## src/rtl/core/mbrc_pkg.sv

```systemverilog
// ----------------------------------------------------------------------------
// mbrc_pkg
// Shared types and constants of the Modbus RTU reply checker: opcodes,
// status codes, register indexes, CRC constants and the command that passes
// from the front end to the back end.
// ----------------------------------------------------------------------------
package mbrc_pkg;

  // Default capacity of the frame store, in bytes.
  localparam int MAX_FRAME_DEF = 64;
  // Largest payload that a reply can be accepted with.
  localparam int MAX_DATA      = 60;

  // Input opcodes.
  localparam logic [1:0] OP_BYTE    = 2'd0;
  localparam logic [1:0] OP_FINAL   = 2'd1;
  localparam logic [1:0] OP_TIMEOUT = 2'd2;

  // Result status codes.
  localparam logic [2:0] ST_OK       = 3'd0;
  localparam logic [2:0] ST_NO_REPLY = 3'd1;
  localparam logic [2:0] ST_CRC      = 3'd2;
  localparam logic [2:0] ST_ADDRESS  = 3'd3;
  localparam logic [2:0] ST_FUNCTION = 3'd4;
  localparam logic [2:0] ST_EXCEPT   = 3'd5;
  localparam logic [2:0] ST_LENGTH   = 3'd6;

  // Configuration register indexes.
  localparam int         CFG_IDX_W    = 2;
  localparam logic [1:0] REG_ADDRESS  = 2'd0;
  localparam logic [1:0] REG_FUNCTION = 2'd1;
  localparam logic [1:0] REG_DATA_LEN = 2'd2;

  // Reset values of the configuration registers.
  localparam logic [7:0] RST_ADDRESS  = 8'h01;
  localparam logic [7:0] RST_FUNCTION = 8'h03;
  localparam logic [5:0] RST_DATA_LEN = 6'd0;

  // Reflected CRC-16 constants.
  localparam logic [15:0] CRC_POLY = 16'hA001;
  localparam logic [15:0] CRC_INIT = 16'hFFFF;
  localparam logic [15:0] CRC_LSB  = 16'h0001;
  // Offset that marks an exception reply in the function code.
  localparam logic [8:0]  EXC_FLAG = 9'h080;

  // Work handed from the front end to the back end.
  typedef struct packed {
    logic       is_drain;  // 1: send the payload bytes, 0: send one status item
    logic [2:0] status;
    logic [7:0] exc;
    logic [5:0] len;
  } cmd_t;

  // Back end sequencer states.
  typedef enum logic [1:0] {
    BK_IDLE,
    BK_READ,
    BK_EMIT
  } back_state_t;

endpackage

```

## src/rtl/core/mbrc_front.sv

```systemverilog
// ----------------------------------------------------------------------------
// mbrc_front
// Front end: holds the configuration, takes received bytes, runs the CRC,
// writes the bytes to the frame store and classifies each finished frame
// into a command for the back end.
// ----------------------------------------------------------------------------
module mbrc_front
  import mbrc_pkg::*;
#(
  parameter int  MAX_FRAME = MAX_FRAME_DEF,
  localparam int AW        = $clog2(MAX_FRAME),
  localparam int CW        = $clog2(MAX_FRAME + 1)
) (
  input  logic                 clk,
  input  logic                 rst_n,
  // Received bytes
  input  logic                 in_valid,
  output logic                 in_ready,
  input  logic [1:0]           in_opcode,
  input  logic [7:0]           in_rx_byte,
  // Configuration writes
  input  logic                 cfg_valid,
  output logic                 cfg_ready,
  input  logic [CFG_IDX_W-1:0] cfg_index,
  input  logic [7:0]           cfg_data,
  // Command queue
  output logic                 push,
  output cmd_t                 push_cmd,
  input  logic                 q_full,
  // Frame store write port
  output logic                 wr_en,
  output logic [AW-1:0]        wr_addr,
  output logic [7:0]           wr_data,
  // Back end has finished reading the store
  input  logic                 drain_done
);

  // Width wide enough for byte count and expected length plus header and CRC.
  localparam int CMPW = (CW > 7) ? CW : 7;

  logic [7:0]    exp_addr_r;
  logic [7:0]    exp_func_r;
  logic [5:0]    exp_len_r;
  logic [15:0]   crc_r, crc_nxt;
  logic [CW-1:0] count_r, count_nxt;
  logic          ovf_r, ovf_nxt;
  logic [7:0]    b0_r, b1_r, b2_r;
  logic          drain_pending_r;

  logic          accept;
  logic          is_byte;
  logic          frame_end;
  logic          room;
  logic [CMPW-1:0] count_ext;
  logic [CMPW-1:0] len_ext;
  logic [2:0]    fin_status;
  logic [7:0]    fin_exc;

  // One CRC byte update, eight shift steps.
  function automatic logic [15:0] crc_step(input logic [15:0] c, input logic [7:0] b);
    logic [15:0] v;
    v = c ^ {8'h00, b};
    for (int k = 0; k < 8; k++) begin
      if ((v & CRC_LSB) != 16'h0000) begin
        v = (v >> 1) ^ CRC_POLY;
      end else begin
        v = v >> 1;
      end
    end
    return v;
  endfunction

  // Configuration writes are always taken.
  assign cfg_ready = 1'b1;

  always_ff @(posedge clk) begin
    if (!rst_n) begin
      exp_addr_r <= RST_ADDRESS;
      exp_func_r <= RST_FUNCTION;
      exp_len_r  <= RST_DATA_LEN;
    end else if (cfg_valid) begin
      unique case (cfg_index)
        REG_ADDRESS:  exp_addr_r <= cfg_data;
        REG_FUNCTION: exp_func_r <= cfg_data;
        REG_DATA_LEN: exp_len_r  <= cfg_data[5:0];
        default:      ;
      endcase
    end
  end

  // The store is shared with the back end, so bytes wait while it drains.
  assign in_ready  = !drain_pending_r && !q_full;
  assign accept    = in_valid && in_ready;
  assign is_byte   = (in_opcode == OP_BYTE) || (in_opcode == OP_FINAL);
  assign frame_end = (in_opcode == OP_FINAL) || (in_opcode == OP_TIMEOUT);

  // Running CRC and byte count including the byte at the port.
  always_comb begin
    crc_nxt   = crc_step(crc_r, in_rx_byte);
    room      = (count_r < CW'(MAX_FRAME));
    count_nxt = room ? count_r + CW'(1) : count_r;
    ovf_nxt   = ovf_r || !room;
    count_ext = CMPW'(count_nxt);
    len_ext   = CMPW'(exp_len_r) + CMPW'(4);
  end

  // Checks at frame end, in order of precedence.
  always_comb begin
    fin_exc = 8'h00;
    priority if (count_ext < CMPW'(4) || crc_nxt != 16'h0000) begin
      fin_status = ST_CRC;
    end else if (b0_r != exp_addr_r) begin
      fin_status = ST_ADDRESS;
    end else if (b1_r != exp_func_r) begin
      if ({1'b0, b1_r} == ({1'b0, exp_func_r} + EXC_FLAG)) begin
        fin_status = ST_EXCEPT;
        fin_exc    = b2_r;
      end else begin
        fin_status = ST_FUNCTION;
      end
    end else if (ovf_nxt || exp_len_r > 6'(MAX_DATA) || count_ext != len_ext) begin
      fin_status = ST_LENGTH;
    end else begin
      fin_status = ST_OK;
    end
  end

  // Command towards the back end.
  always_comb begin
    push              = accept && frame_end;
    push_cmd.len      = exp_len_r;
    if (in_opcode == OP_TIMEOUT) begin
      push_cmd.is_drain = 1'b0;
      push_cmd.status   = ST_NO_REPLY;
      push_cmd.exc      = 8'h00;
    end else begin
      push_cmd.is_drain = (fin_status == ST_OK) && (exp_len_r != 6'd0);
      push_cmd.status   = fin_status;
      push_cmd.exc      = fin_exc;
    end
  end

  // Frame store write.
  assign wr_en   = accept && is_byte && room;
  assign wr_addr = count_r[AW-1:0];
  assign wr_data = in_rx_byte;

  // Frame state: cleared at frame end, advanced on every other byte.
  always_ff @(posedge clk) begin
    if (!rst_n) begin
      crc_r   <= CRC_INIT;
      count_r <= '0;
      ovf_r   <= 1'b0;
    end else if (accept && frame_end) begin
      crc_r   <= CRC_INIT;
      count_r <= '0;
      ovf_r   <= 1'b0;
    end else if (accept && is_byte) begin
      crc_r   <= crc_nxt;
      count_r <= count_nxt;
      ovf_r   <= ovf_nxt;
    end
  end

  // Header bytes kept in registers for the checks.
  always_ff @(posedge clk) begin
    if (accept && is_byte) begin
      if (count_r == CW'(0)) b0_r <= in_rx_byte;
      if (count_r == CW'(1)) b1_r <= in_rx_byte;
      if (count_r == CW'(2)) b2_r <= in_rx_byte;
    end
  end

  // Set while a payload drain is queued or running.
  always_ff @(posedge clk) begin
    if (!rst_n) begin
      drain_pending_r <= 1'b0;
    end else if (push && push_cmd.is_drain) begin
      drain_pending_r <= 1'b1;
    end else if (drain_done) begin
      drain_pending_r <= 1'b0;
    end
  end

endmodule

```

## config.mk

```make
export PLATFORM = sky130hd
export DESIGN_NAME = mbrc_front
export DESIGN_NICKNAME = d
export VERILOG_FILES = /design/src/rtl/core/mbrc_pkg.sv /design/src/rtl/core/mbrc_front.sv
export SDC_FILE = /design/constraint.sdc
export NUM_CORES = 1
export LEC_CHECK = 0
export ABC_CLOCK_PERIOD_IN_PS = 8000
export CORE_MARGIN = 10
export CORE_UTILIZATION = 54
export DETAILED_ROUTE_END_ITERATION = 12
export DONT_BUFFER_PORTS = 1
export PLACE_DENSITY_LB_ADDON = 0.2
export SETUP_SLACK_MARGIN = 0.4
export SLEW_MARGIN = 20
export SYNTH_ARGS = -nofsm -noshare
export SYNTH_HDL_FRONTEND = slang
export SYNTH_SLANG_ARGS = --single-unit
export TNS_END_PERCENT = 50
```

## constraint.sdc

```tcl
create_clock -name clk -period 8 [get_ports clk]
set_input_delay 1.6 -clock clk [delete_from_list [all_inputs] [get_ports clk]]
set_output_delay 1.6 -clock clk [all_outputs]
set_load 0.005 [all_outputs]
```

==> results of run 1 <==
==> worst min-delay path: cells and delay by family (launching register included) <==
family / cells / cell delay (ps)
AOI/OAI and AO/OA: 1 / 40
and+or+nand+nor: 1 / 70
DFF: 1 / 330
==> per-layer routing <==
layer	up-vias	part of all wire (%)	track usage, %
met4	0	1.2	4.180
met1	1065	44	17.74
met2	62	47	22.46
met3	12	7.7	6.875
li1	1139	-	-
met5	-	0	0
==> cell type report <==
type	instances	share of cell area [%]
multi-input cells	240	46.53
flip-flops and latches	71	44.94
clock buffers	10	4.027
well taps	77	2.606
clock inverters	6	0.8799
inverters	6	0.6091
repair buffers	2	0.4061
==> registers in the layout, indices dropped and copies added, names as in the netlist <==
signal,cells
drain_pending_r,1
exp_func_r,8
b0_r,8
ovf_r,1
exp_len_r,6
crc_r,16
count_r,7
b2_r,8
b1_r,8
exp_addr_r,8
==> kinds of logic (layout without fill, tap and decap cells) <==
kind of cell / Yosys count / count (layout) / share of synthesized area (%)
AND/OR/NAND/NOR: 131 / 131 / 20.54
flip-flops: 71 / 71 / 46.63
XOR/XNOR: 50 / 50 / 12.89
buffers and inverters: 33 / 24 / 5.091
AO/OA/AOI/OAI: 24 / 24 / 4.459
multiplexers: 24 / 24 / 6.777
adder cells (fa/ha/maj): 10 / 10 / 3.511
other: 1 / 1 / 0.1052
==> power groups by stage <==
stage	sequential, W	clock [W]	combinational [W]
global route	0.000393	0.000281	0.0000873
CTS	0.000391	0.000265	0.0000791
finish	0.000391	0.000258	0.0000788
floorplan	0.000397	0	0.0000723
detailed placement	0.000399	0	0.0000785
global placement	0.000400	0	0.0000770
==> cell usage in the layout, fill, tap and decap left out, types with 3 or more instances in the layout <==
cell	instances
dfxtp_1	47
xnor2_1	38
nand2_1	32
nor2b_1	24
edfxtp_1	24
mux2i_1	23
nand3_1	16
nor2_1	13
and2_1	12
xor2_1	10
ha_1	10
clkbuf_8	9
o211ai_1	8
inv_1	6
nor4_1	5
a21oi_1	5
nand3b_1	4
nand4_1	4
nand4b_1	3
and3_1	3
o21ai_0	3
or2_2	3
clkinv_1	3
==> through the flow <==
| step | total power, W | std cells | cell area, µm² |
|---|---|---|---|
| after floorplan | 0.0004690 | 344 | 3563 |
| after global placement | 0.0004765 | 396 | 3516 |
| after detailed placement | 0.0004780 | 396 | 3516 |
| after CTS | 0.0007357 | 412 | 3697 |
| after global routing | 0.0007603 | 412 | 3697 |
| final | 0.0007285 | 412 | 3697 |
==> worst max-delay path by stage <==
stage          cells past startpoint           end
6_report                          10  push_cmd[11]
5_1_grt                           10   push_cmd[6]
4_1_cts                           10   push_cmd[6]
3_5_place_dp                      10   push_cmd[6]
3_3_place_gp                      10  push_cmd[10]
2_1_floorplan                     10  push_cmd[17]
==> impl_results.md, run 1 <==
- Syn nets: 380
- Most frequent cell after synthesis: dfxtp_1
- RSZ-0062 raised after global routing: no
- Sequential share of the synthesized area: 46.63%
- Status: complete, no violations
- Drt wl/cell: 17.58 µm
- Multi-input logic area: 0.001720 mm²
- Layout cells sized above 1: 6.866%
- Via count: 2278
- Seq. cell area: 0.001662 mm²
- Worst skew pair latency: 340 ps
- Leading area contributor after synthesis: dfxtp_1
- TritonCTS buffer count: 9
- # hold bufs at CTS: 0
- Delay-heaviest family, CP: simple AND/OR/NAND/NOR gates
- Min-delay worst type: flop to flop
- Internal: 0.0005485 W
- Crit path top cell by count: xnor2_1
- Antenna violations before repair: 0
- Pleak: 1.415 nW
- Crit-path cells: xnor2_1 -> xnor2_1 -> xnor2_1 -> xnor2_1 -> ha_1 -> xnor2_1 -> nand2_1 -> or4_4 -> nor4_4 -> and2_1
- CTS H-Tree Depth: 3
- Syn avg cell area: 10.36 µm²
- NetSw: 0.0001801 W
- Sequential share of power: 53.7%
- First-pass GRT wire length: 11560 µm
- # diodes: 0
- Maximum number of pins on one net before global-route repair: 31
- Hold slack final: 474.7 ps
- Area grow syn2layout: 3.757%
- DIE WIDTH: 101.2 µm
- Fin. max-slew vios: 0
- Final Cycle Share: 72.84%
- Vias per cell: 5.529
- GRT Util Overall: 14.55%
- Cell variety after synth: 47
- Critical Path Max Stage Delay: 520 ps
- CP Class: primary input to primary output
- Worst slew margin: 24.67%
- Placer's final routability congestion estimate: 0.8410
- Row count: 29
- Async S/R FF share, synth: 0%
- Clock Tree Buf Depth: 2
- Crit path buf inv count: 0
- Total die area: 0.01025 mm²
- Netlist Area Pre-Place: 0.003563 mm²
- CTS tree: yes
- EDFF count, synth: 24
- Peak VDD IR: 0.1165 mV
- Fillcell total: 556
- DIE HEIGHT: 101.2 µm
- Clock network power share: 35.5%
- Yosys reg bits: 71
- Reg2reg path depth: 10
- Primary FF master, synth: dfxtp_1
- Setup ws final: 2173 ps
- Commonest cells post-synth: dfxtp_1, xnor2_1, nand2_1, edfxtp_1, nor2b_1
- Hold Crit Start: ovf_r
- CTS clk-pin slew, worst paths: 70 ps
- CTS Sinks: 71
- Final TNS setup: 0 ps
- Slowest-stage cell, CP: or4_4
- DPL Wire Length: 5502 µm
- R2r endpoint: drain_pending_r
- Critical path required time: 6400 ps
- Max Freq: 171.6 MHz
- Ys Warns: 0
- Pwr dens: 197.0 mW/mm²
- Clock skew: 8.109 ps
- Hold Path Depth: 2
- Top-area cell type share of the netlist area: 26.40%
- Sw Ratio: 24.72%
- Synth area leaders: dfxtp_1, edfxtp_1, xnor2_1
- GR Overflow Total: 0
- DP Worst Slack: 2144 ps
- Final Hold Violating Endpoints: 0
- Origin of the critical flop-to-flop path: crc_r[1]
- Final setup vio count: 0
- I/O Buffers: 0
- Max cap viols: 0
- Cells after synthesis: 344
- Residual DRC: 0
- Root Buffer: clkbuf_8
- TritonRoute pass-1 iters: 5
- Num ports: 62
- Initial Util: 55.80%
- CP endpoint kind: primary output
- Final net count: 366
- R2r setup slk: 5110 ps
- Vias in the first global route: 2199
- Final WL: 7245 µm
- Crit path arrival time: 4230 ps
- Startpoint types: primary input
- Utilization after layout: 57.90%
- Core Box Area: 0.006386 mm²
- Final ANT Viol Nets: 0
- Min Tclk post-route: 5827 ps
- Post-CTS setup repair buffer count: 0
- Drt initial violations: 112
- Hold worst-path end: ovf_r
- Crit Path Max Fanout: 8
- Crit path from: in_rx_byte[1]
- Actual slew at the worst max-slew pin: 1128 ps
- PostCTS Resize Cnt: 0
- Logic pwr share: 10.8%
No activity file was read; power rests on OpenSTA's default activity.
==> run 2: changes to the inputs <==
- ABC_CLOCK_PERIOD_IN_PS: 8000 -> 5550
- clock period: 8 -> 5.55 ns (I/O delays scaled with it)
==> impl_results.md, run 2 (synthesis gave the netlist of run 1 again) <==
- Origin of the critical flop-to-flop path: crc_r[1]
- Clock Tree Buf Depth: 2 (unchanged)
- Max Freq: 205.1 MHz
- Highest metal used: met4
- Hold slack final: 475.3 ps (+0.5610 ps)
- Non-Filler Instances: 412 (unchanged)
- Max cap viols: 0 (unchanged)
- Hold Crit Start: ovf_r
- DPL Wire Length: 5552 µm (+0.89%)
- Vias in the first global route: 2207 (+0.36%)
- CTS tree: yes
- Met1 wire length: 3351 µm (+4.5%)
- Startpoint types: primary input
- Drt initial violations: 95 (-15%)
- GRT Util Overall: 14.64% (+0.091 points)
- Initial Util: 55.80% (unchanged)
- First-pass GRT wire length: 11650 µm (+0.78%)
- Critical Path Max Stage Delay: 520 ps (about the same)
- I/O Buffers: 0 (unchanged)
- Root Buffer: clkbuf_8
- Final TNS setup: 0 ps (unchanged)
- Total die area: 0.01025 mm² (unchanged)
- Peak VDD IR: 0.2958 mV (+150%)
- Min-delay worst type: flop to flop
- Reg2reg path depth: 10 (unchanged)
- Hold Path Depth: 2 (unchanged)
- Met2 WL: 3409 µm (+0.65%)
- Num ports: 62 (unchanged)
- Crit path arrival time: 3760 ps (-470 ps)
- Final WL: 7477 µm (+3.2%)
- Area grow syn2layout: 4.143%
- Final Hold Violating Endpoints: 0 (unchanged)
- Core Box Area: 0.006386 mm² (unchanged)
- R2r endpoint: drain_pending_r
- Crit path top cell by count: xnor2_1
- # hold bufs at CTS: 0 (unchanged)
- R2r setup slk: 2640 ps (-2470 ps)
- Most flops, register: crc_r
- Actual slew at the worst max-slew pin: 1114 ps (-13.25 ps)
- Placer's final routability congestion estimate: 0.8411 (about the same)
- # diodes: 0 (unchanged)
- CTS clk-pin slew, worst paths: 70 ps (about the same)
- Min Tclk post-route: 4875 ps
- TritonCTS buffer count: 9 (unchanged)
- DIE HEIGHT: 101.2 µm (unchanged)
- Most common cell after layout, fill and taps aside: dfxtp_1
- Utilization after layout: 58.11% (+0.22 points)
- Vias per cell: 5.568 (+0.70%)
- Slowest-stage cell, CP: or4_4
- Crit-path cells: xnor2_1 -> xnor2_1 -> xnor2_1 -> xnor2_1 -> ha_1 -> xnor2_1 -> nand2_1 -> or4_4 -> nor4_4 -> and2_1
- CTS Sinks: 71 (unchanged)
- Maximum number of pins on one net before global-route repair: 31 (unchanged)
- Fin. max-slew vios: 0 (unchanged)
- Wire length on met3: 534 µm (-4.8%)
- Hold worst-path end: ovf_r
- Clock skew: 11.94 ps (+3.831 ps)
- Pwr dens: 294.3 mW/mm² (+49%)
- Max reg flops: 16 (unchanged)
- Drt wl/cell: 18.15 µm (+3.2%)
- Commonest non-fill, non-tap cells in the layout: dfxtp_1, xnor2_1, nand2_1
- Critical path required time: 4440 ps (-1960 ps)
- Final Cycle Share: 87.84%
- TritonRoute pass-1 iters: 4 (-1)
- Final setup vio count: 0 (unchanged)
- Worst skew pair latency: 350 ps (about the same)
- Worst slew margin: 25.55% (+0.89 points)
- Via count: 2294 (+0.70%)
- Status: complete, no violations
- Crit Path Max Fanout: 8 (unchanged)
- Post-CTS setup repair buffer count: 0 (unchanged)
- CP endpoint kind: primary output
- RSZ-0062 raised after global routing: no
- CTS H-Tree Depth: 3 (unchanged)
- Final net count: 366 (unchanged)
- Residual DRC: 0 (unchanged)
- PostCTS Resize Cnt: 0 (unchanged)
- Antenna violations before repair: 0 (unchanged)
- Layout cells sized above 1: 7.164% (+0.30 points)
- Final Power: 0.001092 W (+50%)
- Final ANT Viol Nets: 0 (unchanged)
- GR Overflow Total: 0 (unchanged)
- Pleak: 1.420 nW (+0.35%)
- DIE WIDTH: 101.2 µm (unchanged)
- CP Class: primary input to primary output
- Row count: 29 (unchanged)
- Inst Count DP: 396 (unchanged)
[run 2: cell types whose count changed in the layout (fill, tap and decap cells not counted)]
cell	delta
bufinv_16	+1
clkbuf_1	+1
clkbuf_16	-1
inv_6	+2
clkinv_1	-2
clkinv_2	-1
[run 2: layer usage]
layer  vias up  global-route usage [%]
li1       1135                       -
met1      1092                   18.00
met2        52                   22.22
met3        15                   5.446
met4         0                   6.967
met5         -                       0
[run 2: how the worst max path moves through the flow]
stage	from	end	cells after the start
after floorplan	in_rx_byte[1]	push_cmd[17]	10
after global placement	in_rx_byte[1]	push_cmd[10]	10
after detailed placement	in_rx_byte[1]	push_cmd[11]	10
after CTS	in_rx_byte[1]	push_cmd[11]	10
after global routing	in_rx_byte[6]	push_cmd[6]	10
final	in_rx_byte[1]	push_cmd[11]	10
[run 2: power breakdown]
part	switching, W	leakage [nW]	internal, W
Clock	0.000204	0.0953	0.000211
Combinational	0.0000596	0.725	0.0000539
Sequential	0.0000131	0.599	0.000551
[run 2: final cells by class]
cell class              count  area, µm²
repair buffers              2      15.01
well taps                  77      96.34
inverters                   6      22.52
clock inverters             6      67.56
flip-flops and latches     71       1662
multi-input cells         240       1720
clock buffers              10      127.6
fillers                   549       2675
[run 2: through the flow]
step,cell area [µm²],setup WS [ps]
after global placement,3516,736.9
after CTS,3711,661.2
after detailed placement,3516,664.5
final,3711,675.1
after floorplan,3563,870.4
after global routing,3711,512.6
[run 2: critical path: cells and delay by family]
kind	cells	cell delay [ps]
AND/OR/NAND/NOR	4	1290
XOR/XNOR	5	1070
adder cells (fa/ha/maj)	1	290
